`src/design/smds_pkg.sv`:
```
// Package for the shared-memory dual stack: operation and status codes,
// controller state type and controller-to-datapath command bundle.
// No dependencies.
`timescale 1ns / 1ps
`default_nettype none

package smds_pkg;

  localparam int unsigned DATA_W = 32;

  localparam logic [1:0] OP_PUSH = 2'd0;
  localparam logic [1:0] OP_POP  = 2'd1;
  localparam logic [1:0] OP_PEEK = 2'd2;

  localparam logic [1:0] ST_OK    = 2'd0;
  localparam logic [1:0] ST_FULL  = 2'd1;
  localparam logic [1:0] ST_EMPTY = 2'd2;

  localparam logic SEL_LOWER = 1'b0;
  localparam logic SEL_UPPER = 1'b1;

  typedef enum logic [1:0] {
    CTL_IDLE,
    CTL_EXEC,
    CTL_RESP
  } ctl_state_t;

  typedef struct packed {
    logic load;  // capture the operation being transferred in
    logic exec;  // perform the memory access and update the counts
  } dp_cmd_t;

endpackage

`default_nettype wire

```
`src/design/shared_memory_dual_stack.sv`:
```
// Top level of the shared-memory dual stack: controller plus datapath.
// Depends on smds_pkg, smds_ctrl, smds_datapath.
`timescale 1ns / 1ps
`default_nettype none

// Two stacks share one memory of DEPTH 32-bit words; the lower stack grows
// up from word 0, the upper one down from word DEPTH-1. Each operation
// (push, pop or peek on the selected stack) has an access cycle on the
// single-port memory, followed by a result cycle in which the result is
// shown with done high, the read data coming from the memory's registered
// read port. busy is high only in the access cycle, so a new operation can
// be transferred in during the result cycle. done is high for exactly one
// cycle per operation and the receiver cannot hold it off. Memory words are
// undefined until pushed.
module shared_memory_dual_stack
  import smds_pkg::*;
#(
  parameter int unsigned DEPTH = 32
) (
  input  wire logic               clk,
  input  wire logic               rst,
  input  wire logic               start,
  output logic                    busy,
  input  wire logic [1:0]         operation,
  input  wire logic               stack_select,
  input  wire logic signed [31:0] push_value,
  output logic                    done,
  output logic      [1:0]         status,
  output logic signed [31:0]      read_value,
  output logic                    lower_empty,
  output logic                    upper_empty,
  output logic                    all_full
);

  dp_cmd_t cmd;

  smds_ctrl u_ctrl (
    .clk  (clk),
    .rst  (rst),
    .start(start),
    .busy (busy),
    .done (done),
    .cmd  (cmd)
  );

  smds_datapath #(
    .DEPTH(DEPTH)
  ) u_datapath (
    .clk         (clk),
    .rst         (rst),
    .cmd         (cmd),
    .operation   (operation),
    .stack_select(stack_select),
    .push_value  (push_value),
    .status      (status),
    .read_value  (read_value),
    .lower_empty (lower_empty),
    .upper_empty (upper_empty),
    .all_full    (all_full)
  );

endmodule

`default_nettype wire

```
`src/design/smds_ram.sv`:
```
// Generic single-port RAM with registered read data.
// No dependencies.
`timescale 1ns / 1ps
`default_nettype none

module smds_ram #(
  parameter int unsigned WIDTH = 32,
  parameter int unsigned DEPTH = 32
) (
  input  wire logic                     clk,
  input  wire logic                     we,
  input  wire logic                     re,
  input  wire logic [$clog2(DEPTH)-1:0] addr,
  input  wire logic [WIDTH-1:0]         wdata,
  output logic      [WIDTH-1:0]         rdata
);

  logic [WIDTH-1:0] mem [DEPTH];

  always_ff @(posedge clk) begin
    if (we) begin
      mem[addr] <= wdata;
    end
    if (re) begin
      rdata <= mem[addr];
    end
  end

endmodule

`default_nettype wire

```
`src/design/smds_ctrl.sv`:
```
// Controller state machine for the shared-memory dual stack.
// Depends on smds_pkg.
`timescale 1ns / 1ps
`default_nettype none

module smds_ctrl
  import smds_pkg::*;
(
  input  wire logic clk,
  input  wire logic rst,
  input  wire logic start,
  output logic      busy,
  output logic      done,
  output dp_cmd_t   cmd
);

  ctl_state_t state;
  ctl_state_t state_next;

  always_ff @(posedge clk) begin
    if (rst) begin
      state <= CTL_IDLE;
    end else begin
      state <= state_next;
    end
  end

  always_comb begin
    state_next = state;
    case (state)
      CTL_IDLE: begin
        if (start) begin
          state_next = CTL_EXEC;
        end
      end
      CTL_EXEC: begin
        state_next = CTL_RESP;
      end
      CTL_RESP: begin
        // a new operation may be transferred in while the result is shown
        state_next = start ? CTL_EXEC : CTL_IDLE;
      end
      default: begin
        state_next = CTL_IDLE;
      end
    endcase
  end

  always_comb begin
    busy     = (state == CTL_EXEC);
    done     = (state == CTL_RESP);
    cmd.load = start && (state != CTL_EXEC);
    cmd.exec = (state == CTL_EXEC);
  end

  a_load_then_exec: assert property (@(posedge clk) disable iff (rst)
    cmd.load |=> cmd.exec)
    else $error("accepted operation not executed next cycle");

  a_exec_then_done: assert property (@(posedge clk) disable iff (rst)
    cmd.exec |=> done)
    else $error("execution not followed by result cycle");

endmodule

`default_nettype wire

```
`src/design/smds_datapath.sv`:
```
// Datapath for the shared-memory dual stack: operation register, stack
// counts, address selection and the shared word memory.
// Depends on smds_pkg and smds_ram.
`timescale 1ns / 1ps
`default_nettype none

module smds_datapath
  import smds_pkg::*;
#(
  parameter int unsigned DEPTH = 32
) (
  input  wire logic               clk,
  input  wire logic               rst,
  input  wire dp_cmd_t            cmd,
  input  wire logic [1:0]         operation,
  input  wire logic               stack_select,
  input  wire logic signed [31:0] push_value,
  output logic      [1:0]         status,
  output logic signed [31:0]      read_value,
  output logic                    lower_empty,
  output logic                    upper_empty,
  output logic                    all_full
);

  localparam int unsigned AW = (DEPTH > 1) ? $clog2(DEPTH) : 1;
  localparam int unsigned CW = $clog2(DEPTH + 1);
  localparam logic [CW:0]   DEPTH_SUM = (CW + 1)'(DEPTH);
  localparam logic [CW-1:0] DEPTH_CNT = CW'(DEPTH);

  logic [1:0]        op_q;
  logic              sel_q;
  logic [DATA_W-1:0] val_q;
  logic [1:0]        status_q;
  logic              rd_valid;
  logic [CW-1:0]     lower_count;
  logic [CW-1:0]     upper_count;
  logic [CW-1:0]     lower_count_next;
  logic [CW-1:0]     upper_count_next;
  logic [1:0]        status_next;
  logic              rd_valid_next;

  logic              full;
  logic              sel_empty;
  logic              is_push;
  logic              is_read;
  logic              ram_we;
  logic              ram_re;
  logic [CW-1:0]     addr_wide;
  logic [AW-1:0]     ram_addr;
  logic [DATA_W-1:0] ram_rdata;

  always_ff @(posedge clk) begin
    if (cmd.load) begin
      op_q  <= operation;
      sel_q <= stack_select;
      val_q <= push_value;
    end
  end

  assign full      = ({1'b0, lower_count} + {1'b0, upper_count}) == DEPTH_SUM;
  assign sel_empty = (sel_q == SEL_LOWER) ? (lower_count == '0) : (upper_count == '0);
  assign is_push   = (op_q == OP_PUSH);
  assign is_read   = (op_q == OP_POP) || (op_q == OP_PEEK);
  assign ram_we    = cmd.exec && is_push && !full;
  assign ram_re    = cmd.exec && is_read && !sel_empty;

  // push slot or top slot of the selected stack
  always_comb begin
    if (is_push) begin
      addr_wide = (sel_q == SEL_LOWER) ? lower_count
                                       : DEPTH_CNT - upper_count - CW'(1);
    end else begin
      addr_wide = (sel_q == SEL_LOWER) ? lower_count - CW'(1)
                                       : DEPTH_CNT - upper_count;
    end
  end
  assign ram_addr = addr_wide[AW-1:0];

  always_comb begin
    lower_count_next = lower_count;
    upper_count_next = upper_count;
    status_next      = status_q;
    rd_valid_next    = rd_valid;
    if (cmd.exec) begin
      status_next   = ST_OK;
      rd_valid_next = 1'b0;
      if (is_push) begin
        if (full) begin
          status_next = ST_FULL;
        end else if (sel_q == SEL_LOWER) begin
          lower_count_next = lower_count + CW'(1);
        end else begin
          upper_count_next = upper_count + CW'(1);
        end
      end else if (is_read) begin
        if (sel_empty) begin
          status_next = ST_EMPTY;
        end else begin
          rd_valid_next = 1'b1;
          if (op_q == OP_POP) begin
            if (sel_q == SEL_LOWER) begin
              lower_count_next = lower_count - CW'(1);
            end else begin
              upper_count_next = upper_count - CW'(1);
            end
          end
        end
      end
    end
  end

  always_ff @(posedge clk) begin
    if (rst) begin
      lower_count <= '0;
      upper_count <= '0;
      status_q    <= ST_OK;
      rd_valid    <= 1'b0;
    end else begin
      lower_count <= lower_count_next;
      upper_count <= upper_count_next;
      status_q    <= status_next;
      rd_valid    <= rd_valid_next;
    end
  end

  smds_ram #(
    .WIDTH(DATA_W),
    .DEPTH(DEPTH)
  ) u_ram (
    .clk  (clk),
    .we   (ram_we),
    .re   (ram_re),
    .addr (ram_addr),
    .wdata(val_q),
    .rdata(ram_rdata)
  );

  assign status      = status_q;
  assign read_value  = rd_valid ? $signed(ram_rdata) : 32'sd0;
  assign lower_empty = (lower_count == '0);
  assign upper_empty = (upper_count == '0);
  assign all_full    = full;

  a_no_overfill: assert property (@(posedge clk) disable iff (rst)
    ({1'b0, lower_count} + {1'b0, upper_count}) <= DEPTH_SUM)
    else $error("stack counts exceed memory depth");

  a_refused_no_data: assert property (@(posedge clk) disable iff (rst)
    (status_q != ST_OK) |-> !rd_valid)
    else $error("refused operation returned data");

  a_refused_holds_counts: assert property (@(posedge clk) disable iff (rst)
    (cmd.exec && ((is_push && full) || (is_read && sel_empty)))
      |=> ($stable(lower_count) && $stable(upper_count)))
    else $error("refused operation changed a stack count");

endmodule

`default_nettype wire
```
`config.mk`:
```
export PLATFORM = sky130hd
export DESIGN_NAME = shared_memory_dual_stack
export DESIGN_NICKNAME = d
export VERILOG_FILES = /design/src/design/smds_pkg.sv /design/src/design/shared_memory_dual_stack.sv /design/src/design/smds_ram.sv /design/src/design/smds_ctrl.sv /design/src/design/smds_datapath.sv
export SDC_FILE = /design/constraint.sdc
export NUM_CORES = 1
export LEC_CHECK = 0
export BUFFER_PORTS_ARGS = -buffer_cell sky130_fd_sc_hd__clkbuf_2
export CORE_UTILIZATION = 40
export CTS_CLUSTER_SIZE = 30
export DETAILED_ROUTE_END_ITERATION = 10
export SYNTH_ARGS = -nofsm -noshare
export SYNTH_HDL_FRONTEND = slang
export SYNTH_HIERARCHICAL = 1
export SYNTH_SLANG_ARGS = --single-unit
```
`constraint.sdc`:
```
create_clock -name clk -period 6.24 [get_ports clk]
set_input_delay 0.312 -clock clk [delete_from_list [all_inputs] [get_ports clk]]
set_output_delay 0.312 -clock clk [all_outputs]
set_load 0.01 [all_outputs]
```
**Word-level counts from Yosys, hierarchy flattened**

Memory sizes are Yosys's and may differ from the RTL's. A register that Yosys moved wholly into a read port is not among the register bits.
Cells that the tools add are included.

- Bits in latches: 0
- Bits in writable memories: 1024
- Register bits after elaboration: 52
- Bits of input ports: 38
- ROM bits: 0
- Memories: 1

Memory list:

| memory | words | width | rd ports | clocked after memory_dff | wr ports | RTL line | RTL |
|---|---|---|---|---|---|---|---|
| u_datapath.u_ram.mem | 32 | 32 | 1 | 1 | 1 | smds_ram.sv:18 | `logic [WIDTH-1:0] mem [DEPTH];` |

- Bitwise gates (word level): 1
- Multipliers: 0
- Magnitude comparators: 0
- Reductions and logical operators: 16
- Div/mod/pow operators: 0
- Add/sub/neg operators: 7
- Shifts and indexed selects: 0
- Multiplexer cells: 31
- Equal/unequal tests: 9

Operators with widths:

| operator | count |
|---|---|
| 2-to-1 mux 6 bit | 14 |
| 2-to-1 mux 32 bit | 1 |
| 2-to-1 mux 5 bit | 3 |
| adder 6 x 1 -> 6 bit, second input constant | 2 |
| zero test 6 bit | 2 |
| AND reduction 6 bit | 2 |
| subtractor 6 x 1 -> 6 bit, second input constant | 2 |
| 2-to-1 mux 1 bit | 8 |
| 2-to-1 mux 2 bit | 4 |
| adder 6 x 6 -> 7 bit | 1 |
| == test 7 x 6 -> 1 bit, second input constant | 1 |
| inequality test 2 bit, second input constant | 3 |
| one-hot mux 2 bit (3 select lines) | 1 |
| logical AND 1 bit | 5 |
| subtractor 1 x 5 -> 5 bit, first input constant | 1 |
| subtractor 5 x 1 -> 5 bit, second input constant | 1 |
| == test 2 x 1 -> 1 bit, second input constant | 2 |
| == test 2 bit, second input constant | 2 |
| zero test 2 bit | 2 |
| nonzero test 2 bit | 2 |
| zero test 1 bit | 2 |
| inequality test 2 x 1 -> 1 bit, second input constant | 1 |
| logical OR 1 bit | 1 |
| inverter 1 bit | 1 |

**Longest topological paths before layout**

Gate-level depths: netlist of the first run.

- Word-level depth: 6
- Mapped depth: 16

**Hierarchy**

The synthesis of the first run kept the hierarchy.

By module, submodules not included:

| module | cells an instance | sequential area each (um^2) | times used | area an instance (um^2) |
|---|---|---|---|---|
| smds_ram | 2107 | 31710.4 | 1 | 40062.2 |
| smds_datapath | 265 | 1351.3 | 1 | 2866.5 |
| smds_ctrl | 9 | 40.0 | 1 | 81.3 |

**Worst setup path after synthesis of the first run**

No wires, ideal clock.

- Kind: register -> register
- From: register u_datapath.upper_count[0]
- To: memory u_datapath.u_ram.mem[24][0], enable pin
- Slack: 1.261 ns
- Cell stages (with the launch flop): 13
- Path buffers: 2
- Data arrival time: 4.518 ns
- Clock period less this slack: 4.979 ns
- Cells stage by stage: dfxtp_1 inv_1 ha_1 nand2b_1 mux2i_1 a2bb2oi_1 nor2_1 xor2_1 a21oi_1 buf_6 buf_2 nand2_1 nor3_1

RTL lines:

| item | RTL line | RTL |
|---|---|---|
| start, declared | smds_datapath.sv:36 | `logic [CW-1:0] upper_count;` |
| start signal, assigned | smds_datapath.sv:120 | `upper_count <= upper_count_next;` |
| subtractor 1 x 5 -> 5 bit (*) | smds_datapath.sv:71, smds_datapath.sv:74 |  |
| subtractor 5 x 1 -> 5 bit | smds_datapath.sv:71 | `: DEPTH_CNT - upper_count - CW'(1);` |
| 2-to-1 mux 5 bit | smds_datapath.sv:70 | `addr_wide = (sel_q == SEL_LOWER) ? lower_count` |
| 2-to-1 mux 5 bit (*) | smds_datapath.sv:69 | `if (is_push) begin` |
| via u_datapath.addr_wide[3] | smds_datapath.sv:48 | `logic [CW-1:0] addr_wide;` |
| end, declared | smds_ram.sv:18 |  |

Mark *: on every way through the listed nets, which the timed path passes. The rest lies on a longest branch.

**Worst setup path in the final report of the first run**

- From: register u_datapath.upper_count[0]
- To: register u_datapath.u_ram.rdata[19] (read register of u_datapath.u_ram.mem) (data pin)

- Cells in the longest elaborated chain, start to end: 4

Ends and longest elaborated chain:

| item | RTL line | RTL |
|---|---|---|
| subtractor 1 x 5 -> 5 bit (*) | smds_datapath.sv:71, smds_datapath.sv:74 |  |
| subtractor 5 x 1 -> 5 bit | smds_datapath.sv:71 |  |
| 2-to-1 mux 5 bit | smds_datapath.sv:70 |  |
| 2-to-1 mux 5 bit (*) | smds_datapath.sv:69 |  |
| via u_datapath.addr_wide[3] | smds_datapath.sv:48 |  |
| end, declared | smds_ram.sv:15 | `output logic [WIDTH-1:0] rdata` |

Marks and branches as above.
A chain may end at the register's enable or synchronous reset.

==> metrics.csv, run 1 <==
metric,value,unit
async_flop_share,0,%
total_leakage_power,0.01710,µW
startpoint_type,register,
status,completed,
cts.reportedPaths.clkPinSlew,0.06,ns
io_pins,77,
peakVddDrop,226.5,µV
coreArea,106000,µm²
yosysSeqAreaShare,76.96,%
hold_class,input pin to register,
ant_nets,0,
slew_headroom,8.513,%
antenna_cells,0,
cts_tree,built,
clock_latency,0.68,ns
setup_viol,0,
nets,2599,
cts.sinks,1108,
cap_violations,0,
syn_area,43010,µm²
synth_edf_count,1091,
cts_buffer_depth,3,
grt_pass1_vias,22940,
grt_overflow,0,
period_share,79.71,%
drv_slew,0,
max_freq,201.0,MHz
grtUsageMet3,2.732,%
grt_max_degree,125,
yosys.cell_types.count,56,
synth-seq-cells,1108,
critical_path_depth,14,
finClkSkew,0.02031,ns
root_buffer,clkbuf_16,
drt_pass1_iterations,5,
drive_above_1_share,13.86,%
fin_tns_setup,0,ns
finalHoldViolCount,0,
cts_max_level,3,
drc_errors,0,
vias,22750,
yosysTopAreaCell,edfxtp_1,
yosys_warnings,6,
rows,119,
whs,0.07655,ns
dpl.cell_count,3787,
finalWirelength,111.0,mm
r2r_cells,14,
start_util,40.57,%
cpLargestDelayFamily,simple AND/OR/NAND/NOR gates,
power.density,331.9,nW/µm²
gp_congestion,0.8306,
grtUsageTotal,20.37,%
synth_area_leaders,"edfxtp_1 (76%), mux2i_1 (12%), o22ai_1 (3.8%)",
final_cell_area,49100,µm²
path_buf_inv,3,
yosysMostFrequentCell,edfxtp_1,
dp_hpwl,65.70,mm
slowest_stage,nand4bb_2,
period_needed,4.974,ns
layout.cells.non_filler,4018,
path_cells,"inv_1, ha_1, nand2b_1, mux2i_1, a2bb2oi_1, nor2_1, xor2_1, a21oi_2, nand4bb_2, buf_4, buf_4, o22ai_1, nor4_1, nand2_1",
worstPathArrival,5.53,ns
dieHeight,329.9,µm
place_area,45380,µm²
drt_iter0_drc,2244,
grt.met1_usage,28.16,%
rsz0062_at_grt,no,
endpoint_kind,register,
crit_type,register to register,
synthFlopType,edfxtp_1,
die_w,329.9,µm
crit_path_frequent_cell,buf_4,
antenna_found_initial,1,
area_delta_synth_final,14.15,%
cts_resized,0,
via_per_inst,5.662,
synth_nets,2437,
slowest_delay,1.06,ns
port_buffers,76,
grt_pass1_wl,159.5,mm
routedWlPerCell,27.62,µm
required,6.80,ns
synthCells,2381,
die_area,108800,µm²
min_path_cells,2,
yosys-top-cells-count,"edfxtp_1 (1,091), mux2i_1 (521), o22ai_1 (258), buf_2 (83), nor4_1 (66)",
cts_buffers,109,
syn_avg_cell_area,18.06,µm²
grt-busiest-layer,met2,
cp_max_fo,24,
yosysTopAreaCellShare,76.17,%
worstMarginPinSlew,1.372,ns
grtUsageMet2,33.60,%
## metal layers
metal  vias up  wire length, µm  share of wire (%)
li1       9951                -                  -
met1     11800            47540                 43
met2       842            53760                 48
met3       159             7002                6.3
met4         2             2636                2.4
met5         -               13              0.012
## cell families (layout without fill, tap and decap cells)
logic type	Yosys count	in the layout	synth area share (%)
and+or+nand+nor	258	258	3.485
AOI/OAI and AO/OA	315	315	4.689
xor gates and xnor gates	12	12	0.2444
muxes	521	521	12.13
DFF	1108	1108	76.96
buffers and inverters	149	395	1.935
adders and majority gates	18	18	0.5585
## where the power goes
part	switching (µW)	leakage, µW	total, µW	internal, µW
Combinational	994	0.00549	1640	646
Clock	2730	0.00164	6240	3500
Sequential	144	0.00997	8420	8270
## stage by stage
| step | setup WS, ns | utilization [%] | power (µW) |
|---|---|---|---|
| global placement | 1.424 | 42.75 | 10170 |
| global route | 0.9473 | 46.31 | 16770 |
| finish | 1.266 | 46.31 | 16290 |
| CTS | 1.355 | 46.31 | 16390 |
| floorplan | 1.261 | - | 9663 |
| detailed placement | 1.325 | 42.81 | 10190 |
## state kept, by name (all words and copies together), names as in the netlist
register	count
u_datapath/upper_count	6
u_datapath/rd_valid	1
u_ctrl/state	2
u_datapath/status	2
u_datapath/u_ram/mem	1024
u_datapath/op_q	2
u_datapath/lower_count	6
u_datapath/u_ram/rdata	32
u_datapath/sel_q	1
u_datapath/val_q	32
## placed cells by master (no fill, tap or decap), types with 17 or more instances in the layout
cell type,netlist,routed
dlygate4sd3_1,0,36
clkbuf_16,0,110
buf_4,5,64
edfxtp_1,1091,1091
mux2i_1,521,521
and2_1,33,32
clkbuf_1,28,29
nand2_1,44,44
nor4_1,66,66
clkinv_2,0,19
a21oi_1,18,17
nor2_4,0,28
clkbuf_2,0,76
clkinv_1,1,20
o22ai_1,258,258
nor2_1,49,21
## final timing paths
kind	end	slack, ns	from
worst max register to register	u_datapath/u_ram/rdata[19]$_DFFE_PP_	1.27	u_datapath/upper_count[0]$_SDFFE_PP0P_
worst max-delay path	u_datapath/u_ram/rdata[19]$_DFFE_PP_	1.27	u_datapath/upper_count[0]$_SDFFE_PP0P_
worst min register to register	u_ctrl/state[0]$_SDFFE_PP0P_	0.48	u_ctrl/state[0]$_SDFFE_PP0P_
worst min-delay path	u_datapath/rd_valid$_SDFFE_PP0P_	0.08	rst
## cell type report
class,instances,area [µm²]
inverters,11,41.29
fillers,8835,56920
multi-input cells,1124,9358
well taps,1391,1740
clock buffers,140,2875
flip-flops and latches,1108,33100
repair buffers,189,1496
clock inverters,55,481.7
## timing repair
action,4_1_cts,5_1_grt
setup buffers,0,0
endpoints found under the hold margin,36,0
hold buffers,36,0
endpoints found under the setup margin,0,0
(Power assumes the default switching activity.)
==> run 2: changes to the inputs <==
clock period = 5.05 ns   (was 6.24 ns; I/O delays follow)
==> run 2 against run 1 <==
Effect of this change:
- via count rose by 0.53%
- non-clock buffer count increased by 34
- final cell count is 1.1% higher
- clock skew up 0.014 ns
- first-iteration DRC count shrank 6.3%
- die area did not move
- combinational power increased by 29%
- design area is 1.4% higher
- highest routed layer unchanged
==> metrics.csv, run 2 (synthesis results as in run 1) <==
metric,value,unit
cts.sinks,1108,
cts.reportedPaths.clkPinSlew,0.06,ns
layout_common_cells,"edfxtp_1 (1,091), mux2i_1 (521), o22ai_1 (258)",
largestRegisters,"u_datapath/u_ram/mem x1024, u_datapath/u_ram/rdata x32, u_datapath/val_q x32",
cap_violations,0,
startpoint_type,register,
clock_latency,0.69,ns
dieHeight,329.9,µm
rsz0062_at_grt,no,
drc_errors,0,
setup_viol,0,
antenna_found_initial,2,
start_util,40.57,%
fin_tns_setup,0,ns
finalHoldViolCount,0,
layout_commonest_cell,edfxtp_1,
total_leakage_power,0.01746,µW
dp_hpwl,63.70,mm
status,completed,
largest_register,u_datapath/u_ram/mem,
period_needed,4.661,ns
grtUsageTotal,19.94,%
power.density,415.3,nW/µm²
fin_ws,0.3892,ns
peakVddDrop,283.1,µV
routedWlPerCell,26.79,µm
fin_util,46.97,%
crit_type,register to register,
r2r-start,u_datapath/upper_count[0]$_SDFFE_PP0P_,
area_delta_synth_final,15.77,%
cts_tree,built,
finClkSkew,0.03437,ns
worstPathArrival,5.05,ns
coreArea,106000,µm²
drive_above_1_share,15.50,%
port_buffers,76,
holdCritStartpoint,push_value[4],
endpoint_kind,register,
cts_max_level,3,
die_w,329.9,µm
cts_buffers,111,
hold_class,input pin to register,
required,5.44,ns
slew_headroom,15.43,%
vias,22870,
reg2reg_to,u_datapath/u_ram/rdata[17]$_DFFE_PP_,
nets,2635,
ant_nets,0,
finalWirelength,108.8,mm
r2r_cells,13,
rows,119,
root_buffer,clkbuf_16,
worstHoldEndpoint,u_datapath/val_q[4]$_DFFE_PP_,
worstMarginPinSlew,1.269,ns
drt_iter0_drc,2102,
drt_pass1_iterations,5,
max_freq,214.6,MHz
cts_buffer_depth,3,
regToRegSetupSlack,0.39,ns
via_per_inst,5.629,
io_pins,77,
grt_max_degree,108,
min_path_cells,2,
dpl_worst_slack,0.2642,ns
gp_congestion,0.8137,
grt_pass1_wl,157.6,mm
die_area,108800,µm²
cp_max_fo,24,
grt_pass1_vias,23300,
largest_reg_flops,1024,
period_share,92.29,%
grt_overflow,0,
drv_slew,0,
-- run 2: how the worst max path moves through the flow --
stage,from,endpoint,slack (ns),depth (start not counted)
floorplan,u_datapath/upper_count[0]$_SDFFE_PP0P_,u_datapath/u_ram/mem[24][0]$_DFFE_PP_,0.07,12
global placement,u_datapath/upper_count[0]$_SDFFE_PP0P_,u_datapath/u_ram/rdata[17]$_DFFE_PP_,0.25,13
detailed placement,u_datapath/upper_count[0]$_SDFFE_PP0P_,u_datapath/u_ram/rdata[17]$_DFFE_PP_,0.26,13
CTS,u_datapath/upper_count[0]$_SDFFE_PP0P_,u_datapath/u_ram/rdata[17]$_DFFE_PP_,0.22,13
global route,u_datapath/upper_count[0]$_SDFFE_PP0P_,u_datapath/u_ram/rdata[17]$_DFFE_PP_,0.20,13
finish,u_datapath/upper_count[0]$_SDFFE_PP0P_,u_datapath/u_ram/rdata[17]$_DFFE_PP_,0.39,13
-- run 2: power by group --
part           switching [µW]  leakage, µW  total [µW]  internal [µW]
Combinational            1280      0.00571        2120            839
Clock                    3460      0.00178        8190           4730
Sequential                144      0.00997       10400          10200
Total                    4890       0.0175       20700          15800
-- run 2: area by class of cell --
class | count | area [µm²]
Timing Repair Buffer | 223 | 1914
Multi-Input combinational cell | 1124 | 9365
Inverter | 11 | 41.29
Clock inverter | 72 | 711.9
Antenna cell | 1 | 2.502
Tap cell | 1391 | 1740
Sequential cell | 1108 | 33100
Fill cell | 8857 | 56220
Clock buffer | 133 | 2913
-- run 2: timing repair --
action / 4_1_cts / 5_1_grt
endpoints found under the setup margin: 0 / 2
hold buffers: 37 / 0
resized for setup: 0 / 1
hold endpoints to repair: 43 / 0
buffers inserted: 0 / 0
-- run 2: worst max-delay path, cell delays in order (launching register included) --
cell	delay, ns
dfxtp_1	0.49
inv_1	0.19
ha_1	0.37
nand2b_1	0.19
mux2i_1	0.14
a2bb2oi_1	0.17
nor2_1	0.07
xor2_1	0.18
a21oi_4	0.53
nand4bb_2	0.70
buf_4	0.36
o22ai_1	0.10
nor4_1	0.75
nand2_1	0.10
-- run 2: stage by stage --
stage	std cells	hold slack, ns	area (µm²)	power [µW]
4_1_cts	4062	0.2336	49780	20810
3_3_place_gp	3820	0.4302	45790	12620
6_report	4063	0.2802	49790	20680
5_1_grt	4062	0.2747	49790	21270
3_5_place_dp	3820	0.4311	45790	12650
2_1_floorplan	2381	0.3216	43010	11940
-- run 2: layer usage --
metal,up-vias,track usage (%),wire length [µm]
li1,10010,-,-
met1,11870,26.55,45290
met2,815,33.57,53570
met3,181,2.738,6786
met4,2,6.894,3178
met5,-,0,13
